## config.mk

```make
export PLATFORM = sky130hd
export DESIGN_NAME = lru_key_value_cache
export DESIGN_NICKNAME = d
export VERILOG_FILES = /design/src/rtl/lkc_pkg.sv /design/src/rtl/lkc_cell.sv /design/src/rtl/lru_key_value_cache.sv
export VERILOG_INCLUDE_DIRS = /design/src /design/src/rtl
export SDC_FILE = /design/constraint.sdc
export NUM_CORES = 2
export LEC_CHECK = 0
export CORE_MARGIN = 4
export CORE_UTILIZATION = 55
export CTS_CLUSTER_SIZE = 25
export DETAILED_ROUTE_END_ITERATION = 12
export DONT_BUFFER_PORTS = 1
export PLACE_DENSITY = 0.7
export SLEW_MARGIN = 20
export SYNTH_ARGS = -nofsm -noshare
export SYNTH_HDL_FRONTEND = slang
export SYNTH_SLANG_ARGS = --single-unit
```

## constraint.sdc

```tcl
create_clock -name clk -period 20.2 [get_ports clk]
set_clock_uncertainty 0.15 [all_clocks]
set_input_delay 3.03 -clock clk [delete_from_list [all_inputs] [get_ports clk]]
set_output_delay 3.03 -clock clk [all_outputs]
set_load 0.005 [all_outputs]
```

## src/rtl/lru_key_value_cache_defines.svh

```systemverilog
// Assertion macros for the LRU key-value cache RTL.
// Included by modules that carry concurrent checks; needs a clk and rst_n in scope.
`ifndef LRU_KEY_VALUE_CACHE_DEFINES_SVH
`define LRU_KEY_VALUE_CACHE_DEFINES_SVH

`ifndef NO_ASSERTIONS

// Expression must hold at every clock edge outside reset.
`define LKC_ASSERT_ALWAYS(lbl, expr, msg) \
  lbl: assert property (@(posedge clk) disable iff (!rst_n) (expr)) else $error(msg);

// Same-cycle implication.
`define LKC_ASSERT_IMPL(lbl, ante, cons, msg) \
  lbl: assert property (@(posedge clk) disable iff (!rst_n) (ante) |-> (cons)) else $error(msg);

// Next-cycle implication.
`define LKC_ASSERT_NEXT(lbl, ante, cons, msg) \
  lbl: assert property (@(posedge clk) disable iff (!rst_n) (ante) |=> (cons)) else $error(msg);

`else

`define LKC_ASSERT_ALWAYS(lbl, expr, msg)
`define LKC_ASSERT_IMPL(lbl, ante, cons, msg)
`define LKC_ASSERT_NEXT(lbl, ante, cons, msg)

`endif

`endif

```

## src/rtl/lkc_pkg.sv

```systemverilog
// Shared types and constants for the LRU key-value cache.
// No dependencies; used by lkc_cell and lru_key_value_cache.
package lkc_pkg;

  localparam int KEY_W  = 32;
  localparam int DATA_W = 32;
  localparam int CAP_W  = 5;

  localparam logic [CAP_W-1:0] CAP_RESET = 5'd16;

  // Request kinds on in_tuser
  localparam logic KIND_GET = 1'b0;
  localparam logic KIND_PUT = 1'b1;

  typedef enum logic [1:0] {
    ST_IDLE,
    ST_CMP,
    ST_UPD
  } state_t;

  // Broadcast control from the sequencer to every cell
  typedef struct packed {
    logic cmp;    // latch key compare result
    logic apply;  // commit the request to the row
    logic put;    // request is a put
    logic hit;    // key found somewhere in the row
    logic evict;  // put miss must drop the least recent entry
  } cell_ctl_t;

endpackage

```

## src/rtl/lkc_cell.sv

```systemverilog
// One cache entry: valid, key, data, recency rank and latched compare.
// Depends on lkc_pkg; chained into a row by lru_key_value_cache.
module lkc_cell #(
  parameter int AGE_W = 4
) (
  input  logic                      clk,
  input  logic                      rst_n,
  input  lkc_pkg::cell_ctl_t        ctl_i,
  input  logic [lkc_pkg::KEY_W-1:0]  key_i,
  input  logic [lkc_pkg::DATA_W-1:0] wdata_i,
  input  logic [AGE_W-1:0]          old_age_i,   // rank of the hit entry
  input  logic [AGE_W-1:0]          last_age_i,  // rank of the least recent entry
  input  logic                      tok_i,       // no free slot taken upstream yet
  output logic                      tok_o,
  input  logic [lkc_pkg::DATA_W-1:0] rd_i,
  output logic [lkc_pkg::DATA_W-1:0] rd_o,
  input  logic [AGE_W-1:0]          age_i,
  output logic [AGE_W-1:0]          age_o,
  output logic                      valid_o,
  output logic                      match_o
);
  import lkc_pkg::*;

  logic              valid_r, valid_nxt;
  logic [KEY_W-1:0]  key_r, key_nxt;
  logic [DATA_W-1:0] data_r, data_nxt;
  logic [AGE_W-1:0]  age_r, age_nxt;
  logic              match_r, match_nxt;
  logic              my_evict, vacant, take;

  always_comb begin
    my_evict  = valid_r & ctl_i.evict & (age_r == last_age_i);
    vacant    = ~valid_r | my_evict;
    take      = vacant & tok_i;
    valid_nxt = valid_r;
    key_nxt   = key_r;
    data_nxt  = data_r;
    age_nxt   = age_r;
    match_nxt = match_r;
    if (ctl_i.cmp) begin
      match_nxt = valid_r & (key_r == key_i);
    end
    if (ctl_i.apply) begin
      if (ctl_i.hit) begin
        // move the hit entry to the front, shift newer ones back
        if (match_r) begin
          age_nxt = '0;
          if (ctl_i.put) begin
            data_nxt = wdata_i;
          end
        end else if (valid_r && (age_r < old_age_i)) begin
          age_nxt = age_r + AGE_W'(1);
        end
      end else if (ctl_i.put) begin
        if (take) begin
          valid_nxt = 1'b1;
          key_nxt   = key_i;
          data_nxt  = wdata_i;
          age_nxt   = '0;
        end else if (my_evict) begin
          valid_nxt = 1'b0;
          age_nxt   = '0;
        end else if (valid_r) begin
          age_nxt = age_r + AGE_W'(1);
        end
      end
    end
  end

  always_ff @(posedge clk) begin
    if (!rst_n) begin
      valid_r <= 1'b0;
      age_r   <= '0;
      match_r <= 1'b0;
    end else begin
      valid_r <= valid_nxt;
      age_r   <= age_nxt;
      match_r <= match_nxt;
    end
  end

  always_ff @(posedge clk) begin
    key_r  <= key_nxt;
    data_r <= data_nxt;
  end

  assign tok_o   = tok_i & ~vacant;
  assign rd_o    = rd_i | (match_r ? data_r : '0);
  assign age_o   = age_i | (match_r ? age_r : '0);
  assign valid_o = valid_r;
  assign match_o = match_r;

endmodule

```

## src/rtl/lru_key_value_cache.sv

```systemverilog
// Top level of the fully associative LRU key-value cache.
// Depends on lkc_pkg, lkc_cell and lru_key_value_cache_defines.svh.
//
// Usage:
//   in_*  : request channel. in_tuser is the kind (0 get, 1 put),
//           in_tdata holds key [31:0] and write value [63:32].
//   out_* : one response per request. out_tuser is hit, out_tdata the
//           read value (stored data on a get hit, zero otherwise).
//   cfg_* : capacity register (5 bits, reset 16). Zero acts as one,
//           values above ENTRIES act as ENTRIES. Write only while idle.
// Timing:
//   An accepted request first passes the compare state, which latches the key
//   compare in every cell, then the update state, which commits the update along
//   the cell row and loads the output register. The next request is taken in the
//   update state, while the current one commits; none is taken in the compare state.
// Reset:
//   The store comes up empty, capacity 16; no clearing pass is needed.
// Backpressure:
//   While out_tvalid is high and out_tready low, the update state waits with
//   in_tready low; nothing is dropped or repeated.
module lru_key_value_cache #(
  parameter int ENTRIES = 16
) (
  input  logic        clk,
  input  logic        rst_n,
  input  logic        in_tvalid,
  output logic        in_tready,
  input  logic [63:0] in_tdata,   // [31:0] key, [63:32] write_value
  input  logic        in_tuser,   // [0] kind
  output logic        out_tvalid,
  input  logic        out_tready,
  output logic [31:0] out_tdata,  // [31:0] read_value
  output logic        out_tuser,  // [0] hit
  input  logic        cfg_we,
  input  logic [4:0]  cfg_wdata   // [4:0] capacity
);
  import lkc_pkg::*;

  `include "lru_key_value_cache_defines.svh"

  localparam int AGE_W = (ENTRIES > 1) ? $clog2(ENTRIES) : 1;
  localparam int CNT_W = $clog2(ENTRIES + 1);
  localparam int CMP_W = (CNT_W > CAP_W) ? CNT_W : CAP_W;

  // sequencer and request holding registers
  state_t            state_r, state_nxt;
  logic              req_put_r;
  logic [KEY_W-1:0]  req_key_r;
  logic [DATA_W-1:0] req_wdata_r;
  logic              accept, out_free;

  // configuration and occupancy
  logic [CAP_W-1:0]  cap_r;
  logic [CNT_W-1:0]  cnt_r, cnt_nxt, cnt_m1;
  logic [CMP_W-1:0]  cap_ext, eff_cap;
  logic              evict_need;

  // output register
  logic              out_tvalid_r;
  logic [DATA_W-1:0] out_tdata_r;
  logic              out_tuser_r;

  // cell row
  cell_ctl_t         ctl;
  logic              hit, slot_found;
  logic [AGE_W-1:0]  old_age, last_age;
  logic [ENTRIES-1:0] valid_vec, match_vec;
  logic              tok_c [0:ENTRIES];
  logic [DATA_W-1:0] rd_c  [0:ENTRIES];
  logic [AGE_W-1:0]  age_c [0:ENTRIES];

  assign out_free = ~out_tvalid_r | out_tready;
  assign accept   = in_tvalid & in_tready;

  always_comb begin
    state_nxt = state_r;
    in_tready = 1'b0;
    ctl.cmp   = 1'b0;
    ctl.apply = 1'b0;
    ctl.put   = req_put_r;
    ctl.hit   = hit;
    ctl.evict = evict_need;
    case (state_r)
      ST_IDLE: begin
        in_tready = 1'b1;
        if (in_tvalid) begin
          state_nxt = ST_CMP;
        end
      end
      ST_CMP: begin
        ctl.cmp   = 1'b1;
        state_nxt = ST_UPD;
      end
      ST_UPD: begin
        if (out_free) begin
          ctl.apply = 1'b1;
          in_tready = 1'b1;
          state_nxt = in_tvalid ? ST_CMP : ST_IDLE;
        end
      end
      default: begin
        state_nxt = ST_IDLE;
      end
    endcase
  end

  // effective capacity: zero acts as one, saturate at the row length
  always_comb begin
    cap_ext = CMP_W'(cap_r);
    if (cap_r == '0) begin
      eff_cap = CMP_W'(1);
    end else if (cap_ext > CMP_W'(ENTRIES)) begin
      eff_cap = CMP_W'(ENTRIES);
    end else begin
      eff_cap = cap_ext;
    end
    evict_need = CMP_W'(cnt_r) >= eff_cap;
    cnt_m1     = cnt_r - CNT_W'(1);
    last_age   = cnt_m1[AGE_W-1:0];
  end

  assign hit        = |match_vec;
  assign old_age    = age_c[ENTRIES];
  assign slot_found = ~tok_c[ENTRIES];

  assign tok_c[0] = 1'b1;
  assign rd_c[0]  = '0;
  assign age_c[0] = '0;

  for (genvar i = 0; i < ENTRIES; i++) begin : g_cell
    lkc_cell #(
      .AGE_W (AGE_W)
    ) u_cell (
      .clk        (clk),
      .rst_n      (rst_n),
      .ctl_i      (ctl),
      .key_i      (req_key_r),
      .wdata_i    (req_wdata_r),
      .old_age_i  (old_age),
      .last_age_i (last_age),
      .tok_i      (tok_c[i]),
      .tok_o      (tok_c[i+1]),
      .rd_i       (rd_c[i]),
      .rd_o       (rd_c[i+1]),
      .age_i      (age_c[i]),
      .age_o      (age_c[i+1]),
      .valid_o    (valid_vec[i]),
      .match_o    (match_vec[i])
    );
  end

  // occupancy: a put miss adds one, unless it displaced the oldest
  always_comb begin
    cnt_nxt = cnt_r;
    if (ctl.apply && req_put_r && !hit && slot_found && !evict_need) begin
      cnt_nxt = cnt_r + CNT_W'(1);
    end
  end

  always_ff @(posedge clk) begin
    if (!rst_n) begin
      state_r      <= ST_IDLE;
      cap_r        <= CAP_RESET;
      cnt_r        <= '0;
      out_tvalid_r <= 1'b0;
    end else begin
      state_r <= state_nxt;
      cnt_r   <= cnt_nxt;
      if (cfg_we) begin
        cap_r <= cfg_wdata;
      end
      if (ctl.apply) begin
        out_tvalid_r <= 1'b1;
      end else if (out_tready) begin
        out_tvalid_r <= 1'b0;
      end
    end
  end

  always_ff @(posedge clk) begin
    if (accept) begin
      req_put_r   <= (in_tuser == KIND_PUT);
      req_key_r   <= in_tdata[KEY_W-1:0];
      req_wdata_r <= in_tdata[KEY_W+DATA_W-1:KEY_W];
    end
    if (ctl.apply) begin
      out_tuser_r <= hit;
      out_tdata_r <= (hit && !req_put_r) ? rd_c[ENTRIES] : '0;
    end
  end

  assign out_tvalid = out_tvalid_r;
  assign out_tdata  = out_tdata_r;
  assign out_tuser  = out_tuser_r;

  `LKC_ASSERT_ALWAYS(a_cnt_matches_valid, $countones(valid_vec) == int'(cnt_r),
    "occupancy count disagrees with valid cells")
  `LKC_ASSERT_ALWAYS(a_match_unique, $onehot0(match_vec),
    "key matched in more than one cell")
  `LKC_ASSERT_IMPL(a_put_miss_slot, ctl.apply && req_put_r && !hit, slot_found,
    "put miss found no free slot")
  `LKC_ASSERT_NEXT(a_apply_loads_out, ctl.apply, out_tvalid_r,
    "committed request did not load the output register")

endmodule

```

* Word level (Yosys, flattened, before mapping)
Cells that the tools add are included.
** Word-level totals
- Logic and storage cells :: 765
- Register bits :: 1231
- Output and inout port bits :: 35
- Input bits :: 75
** Cells by class
- Reductions and logical operators :: 142
- Multiplexer cells :: 253
- Bitwise operators :: 161
- Add/sub/neg operators :: 18
- Eq/ne operators :: 84
- $lt $le $gt $ge :: 18
** Operators by type and width (count)
- 32-bit 2-to-1 mux :: 81
- 32-bit equality test :: 16
- 4-bit 2-to-1 mux :: 128
- 32-bit bitwise OR :: 15
- 4-bit AND reduction :: 48
- 5-bit AND reduction :: 16
- 1-bit AND :: 79
- 2-bit nonzero test :: 34
- 4-bit by 1-bit adder with 4-bit output, second input constant :: 16
- 4-bit equality test :: 16
- 4-bit less-than comparator :: 16
- 4-bit nonzero test :: 16
- 4-bit bitwise OR :: 15
- 3-bit by 1-bit != test with 1-bit output, second input constant :: 16
- 1-bit 2-to-1 mux :: 38
- 2-bit != test, second input constant :: 18
- 1-bit NOT :: 35
- 2-bit by 1-bit != test with 1-bit output, second input constant :: 16
- 1-bit logical AND :: 21
- 1-bit bitwise OR :: 17
- 16-bit OR reduction :: 1
- 5-bit 2-to-1 mux :: 2
- 2-bit case mux with 3 select lines :: 1
- 5-bit by 1-bit adder with 5-bit output, second input constant :: 1
- 11 further kinds :: 14

* Logic depth before layout (Yosys ltp)
- Depth in word-level cells :: 26
- Depth in mapped cells :: 16
- Depth with buffers taken out :: 13

* Hierarchy
A second synthesis with hierarchy kept.
** Second synthesis, totals
- Cells, all modules :: 3586
- Area, all modules :: 53316.1 um^2
** Modules (own cells, without submodules)
- lkc_cell at g_cell[13].u_cell ... :: area an instance 3069.2 um^2, cells an instance 209, times used 12, seq. area each 2042.0 um^2
- lkc_cell at g_cell[0].u_cell ... :: area an instance 3133.0 um^2, cells an instance 213, times used 4, seq. area each 2042.0 um^2
- lru_key_value_cache :: area an instance 3953.8 um^2, cells an instance 226, times used 1, seq. area each 3203.1 um^2

* Worst setup path before layout
No wires, ideal clock.
- Kind :: input port to flip-flop
- Start point :: input port out_tready
- End point :: register g_cell[13].u_cell.key_r[0], enable pin
- Cell stages on the path :: 6
- Buffers on the path :: 0
- Arrival time :: 7.898 ns
- Path slack :: 11.691 ns
- Library setup time :: 0.461 ns
- Data required time :: 19.589 ns
- Cell sequence :: nor2b_1 -> nor2_1 -> nand2_1 -> nor2_1 -> nand2_1 -> nor3_1
** RTL lines
- start: declaration :: RTL line lru_key_value_cache.sv:31 : input logic out_tready,
- end signal: assignment :: RTL line lkc_cell.sv:83 : key_r <= key_nxt;
- end: declaration :: RTL line lkc_cell.sv:25 : logic [KEY_W-1:0] key_r, key_nxt;

* Worst setup path after layout
- Start point :: input port out_tready
- End point :: output port in_tready
** On the way
- Word-level cells in the longest chain between the ends :: 3
** RTL lines
- 1-bit bitwise OR :: RTL line lru_key_value_cache.sv:72 : assign out_free = ~out_tvalid_r | out_tready;
- 1-bit 2-to-1 mux :: RTL line lru_key_value_cache.sv:95 : if (out_free) begin
- 1-bit case mux with 2 select lines :: RTL line lru_key_value_cache.sv:83 : case (state_r)
- end: declaration :: RTL line lru_key_value_cache.sv:27 : output logic in_tready,
No other way between the ends.

==> flow_summary.json <==
{
  "status": "completed",
  "grt_overflow": 0,
  "grt.busiest_layer": "met2",
  "crit_arrival_ns": 3.44,
  "h-tree-depth": 3,
  "ctsLongestPathBuffers": 3,
  "grt_use_met1_pct": 38.6,
  "r2r-start": "cnt_r[0]",
  "vdd_drop_max_mv": 0.0798,
  "cts_resized": 0,
  "synth_top_cell_by_area": "edfxtp_1",
  "yosysSeqAreaShare_pct": 70.7,
  "power.leakage_nw": 18.0,
  "path_max_fanout": 4,
  "synth_cell_types": 80,
  "fin_area_mm2": 0.0563,
  "routed_via_density": 6.56,
  "grt_usage_pct": 26.8,
  "synthTopCellsByArea": "edfxtp_1, xor2_1, dfxtp_1",
  "path_delay_family": "simple AND/OR/NAND/NOR gates",
  "placed_cell_area_mm2": 0.0524,
  "seq_power_share_pct": 54.6,
  "syn-num-nets": 3443,
  "totalWireLength_mm": 133,
  "cts_hold_buf": 0,
  "drive_above_1_share_pct": 10.0,
  "grt_pass1_wl_mm": 195,
  "slowest_delay_ns": 0.22,
  "drt-initial-drc-count": 3520,
  "swShare_pct": 21.0,
  "die_w_um": 312,
  "fin_crit_sh_pct": 32.8,
  "post-cts-setup-buffers": 0,
  "cp-startpoint": "out_tready",
  "synth.most_common_cell": "edfxtp_1",
  "relSlewSlack_pct": 19.6,
  "slowest_stage": "nor2b_1",
  "fin_crit_ns": 6.62,
  "grt_use_met3_pct": 5.90,
  "tightest_slew_ns": 1.20,
  "port_buffers": 0,
  "ctsRootBufferMaster": "clkbuf_16",
  "rows": 111,
  "critPathKind": "in2out",
  "fp.coreArea_mm2": 0.0917,
  "cp-end-kind": "output pin",
  "grt_pass1_vias": 30034,
  "vias": 30265,
  "gp_congestion": 0.933,
  "initial_core_util_pct": 55.4,
  "dp_hpwl_mm": 71.6,
  "insertion_delay_ns": 0.72,
  "drv_cap": 0,
  "hold_path_class": "reg2reg",
  "hp-start": "cap_ext[0]",
  "synth_top_area_share_pct": 66.4,
  "power-per-cell-area_mw_per_mm2": 91.5,
  "synth_ff_type": "edfxtp_1",
  "grt_max_degree": 53,
  "setup-tns-final_ns": 0,
  "postSynthAreaPerCell_um2": 15.4,
  "syn_area_mm2": 0.0508,
  "ys_ff_latch": 1231,
  "fmax_ghz": 0.151,
  "nets": 3469,
  "ys_warn_count": 0,
  "p_int_mw": 4.07,
  "maxSlewViolCount": 0,
  "ys_top_cells_by_count": "edfxtp_1, xor2_1, xnor2_1",
  "synth_edf_count": 1122,
  "p_clk_share_pct": 42.4,
  "drt.antenna.violating_nets": 0,
  "cts.sinks": 1231,
  "drtPass1Iterations": 5,
  "ioPinCount": 110,
  "clkTransAtPathRegs_ns": 0.06,
  "crit_buf_inv": 0,
  "met2_usage_pct": 41.6,
  "antennaDiodeCount": 0,
  "start_kind": "primary input",
  "ys_async_sr_fraction_pct": 0,
  "crit_required_ns": 17.02,
  "area_delta_synth_final_pct": 11.0,
  "wl_per_cell_um": 28.7,
  "worstPathCellList": "nor2b_1, a21oi_1",
  "die_area_mm2": 0.0972,
  "rsz0062_at_grt": "no",
  "cts_made_buffers": 121,
  "cts_tree": "built",
  "finalSetupViolCount": 0,
  "drc": 0,
  "antenna_found_initial": 6,
  "combPwrFrac_pct": 2.9,
  "p_switching_mw": 1.08,
  "hold_violations": 0,
  "die_height_um": 312,
  "syn_inst": 3297
}
path summary, 6_finish.rpt:
kind	slack (ns)	end	cells past startpoint
setup / recovery	13.58	in_tready	2
hold / removal	0.36	cap_ext[0]	2
setup reg to reg	14.65	g_cell[15].u_cell.data_r[9]	13
hold reg to reg	0.36	cap_ext[0]	2
flip-flops by register name (all words and copies together), names as in the netlist:
name                   cells
g_cell.u_cell.age_r       64
g_cell.u_cell.valid_o     16
req_key_r                 32
out_tvalid                 1
g_cell.u_cell.data_r     512
state_r                    2
cnt_r                      5
out_tuser                  1
req_put_r                  1
g_cell.u_cell.key_r      512
cap_ext                    5
out_tdata                 32
req_wdata_r               32
g_cell.u_cell.match_o     16
logic make-up after synthesis:
family / after synthesis / synth area share (%)
flops: 1231 / 70.7
xor+xnor: 603 / 10.8
compound gates: 587 / 8.61
simple gates: 580 / 6.27
buf+inv: 217 / 1.68
fa+ha+maj: 71 / 1.75
mux: 8 / 0.158
layout by cell type, fill, tap and decap left out, drive strengths merged, types with 90 or more instances in the layout:
| cell type | instances |
|---|---|
| a221oi | 105 |
| a22o | 106 |
| buf | 90 |
| clkbuf | 147 |
| dfxtp | 109 |
| edfxtp | 1122 |
| nand4 | 90 |
| nor2 | 110 |
| nor4 | 102 |
| xnor2 | 227 |
| xor2 | 361 |
metrics by stage:
| stage | util, % | total power [mW] | cells | setup WS (ns) | hold WS, ns |
|---|---|---|---|---|---|
| global placement | 57.2 | 3.01 | 4386 | 13.58 | 0.341 |
| finish | 61.4 | 5.15 | 4613 | 13.58 | 0.364 |
| floorplan | - | 2.96 | 3297 | 11.69 | 0.311 |
| detailed placement | 57.2 | 3.02 | 4386 | 13.58 | 0.363 |
| CTS | 61.4 | 5.18 | 4613 | 13.57 | 0.375 |
| global route | 61.4 | 5.31 | 4613 | 13.53 | 0.396 |
metal layers:
layer | up-vias | wire (um)
met5 | - | 73
li1 | 12834 | -
met3 | 302 | 13500
met1 | 15438 | 54400
met2 | 1681 | 60900
met4 | 10 | 3720
power groups by stage:
stage | clock network [mW] | registers, mW | logic [mW]
floorplan | 0 | 2.87 | 0.0878
global placement | 0 | 2.87 | 0.145
detailed placement | 0 | 2.87 | 0.151
CTS | 2.22 | 2.81 | 0.151
global route | 2.33 | 2.82 | 0.161
finish | 2.19 | 2.81 | 0.151
final cells by class:
| type | count | area (um2) |
|---|---|---|
| Clock inverter | 80 | 718 |
| Timing Repair Buffer | 90 | 676 |
| Clock buffer | 147 | 3200 |
| Multi-Input combinational cell | 1849 | 14200 |
| Tap cell | 1186 | 1480 |
| Fill cell | 6540 | 35300 |
| Sequential cell | 1231 | 35900 |
| Inverter | 30 | 113 |
(Power assumes the default switching activity.)
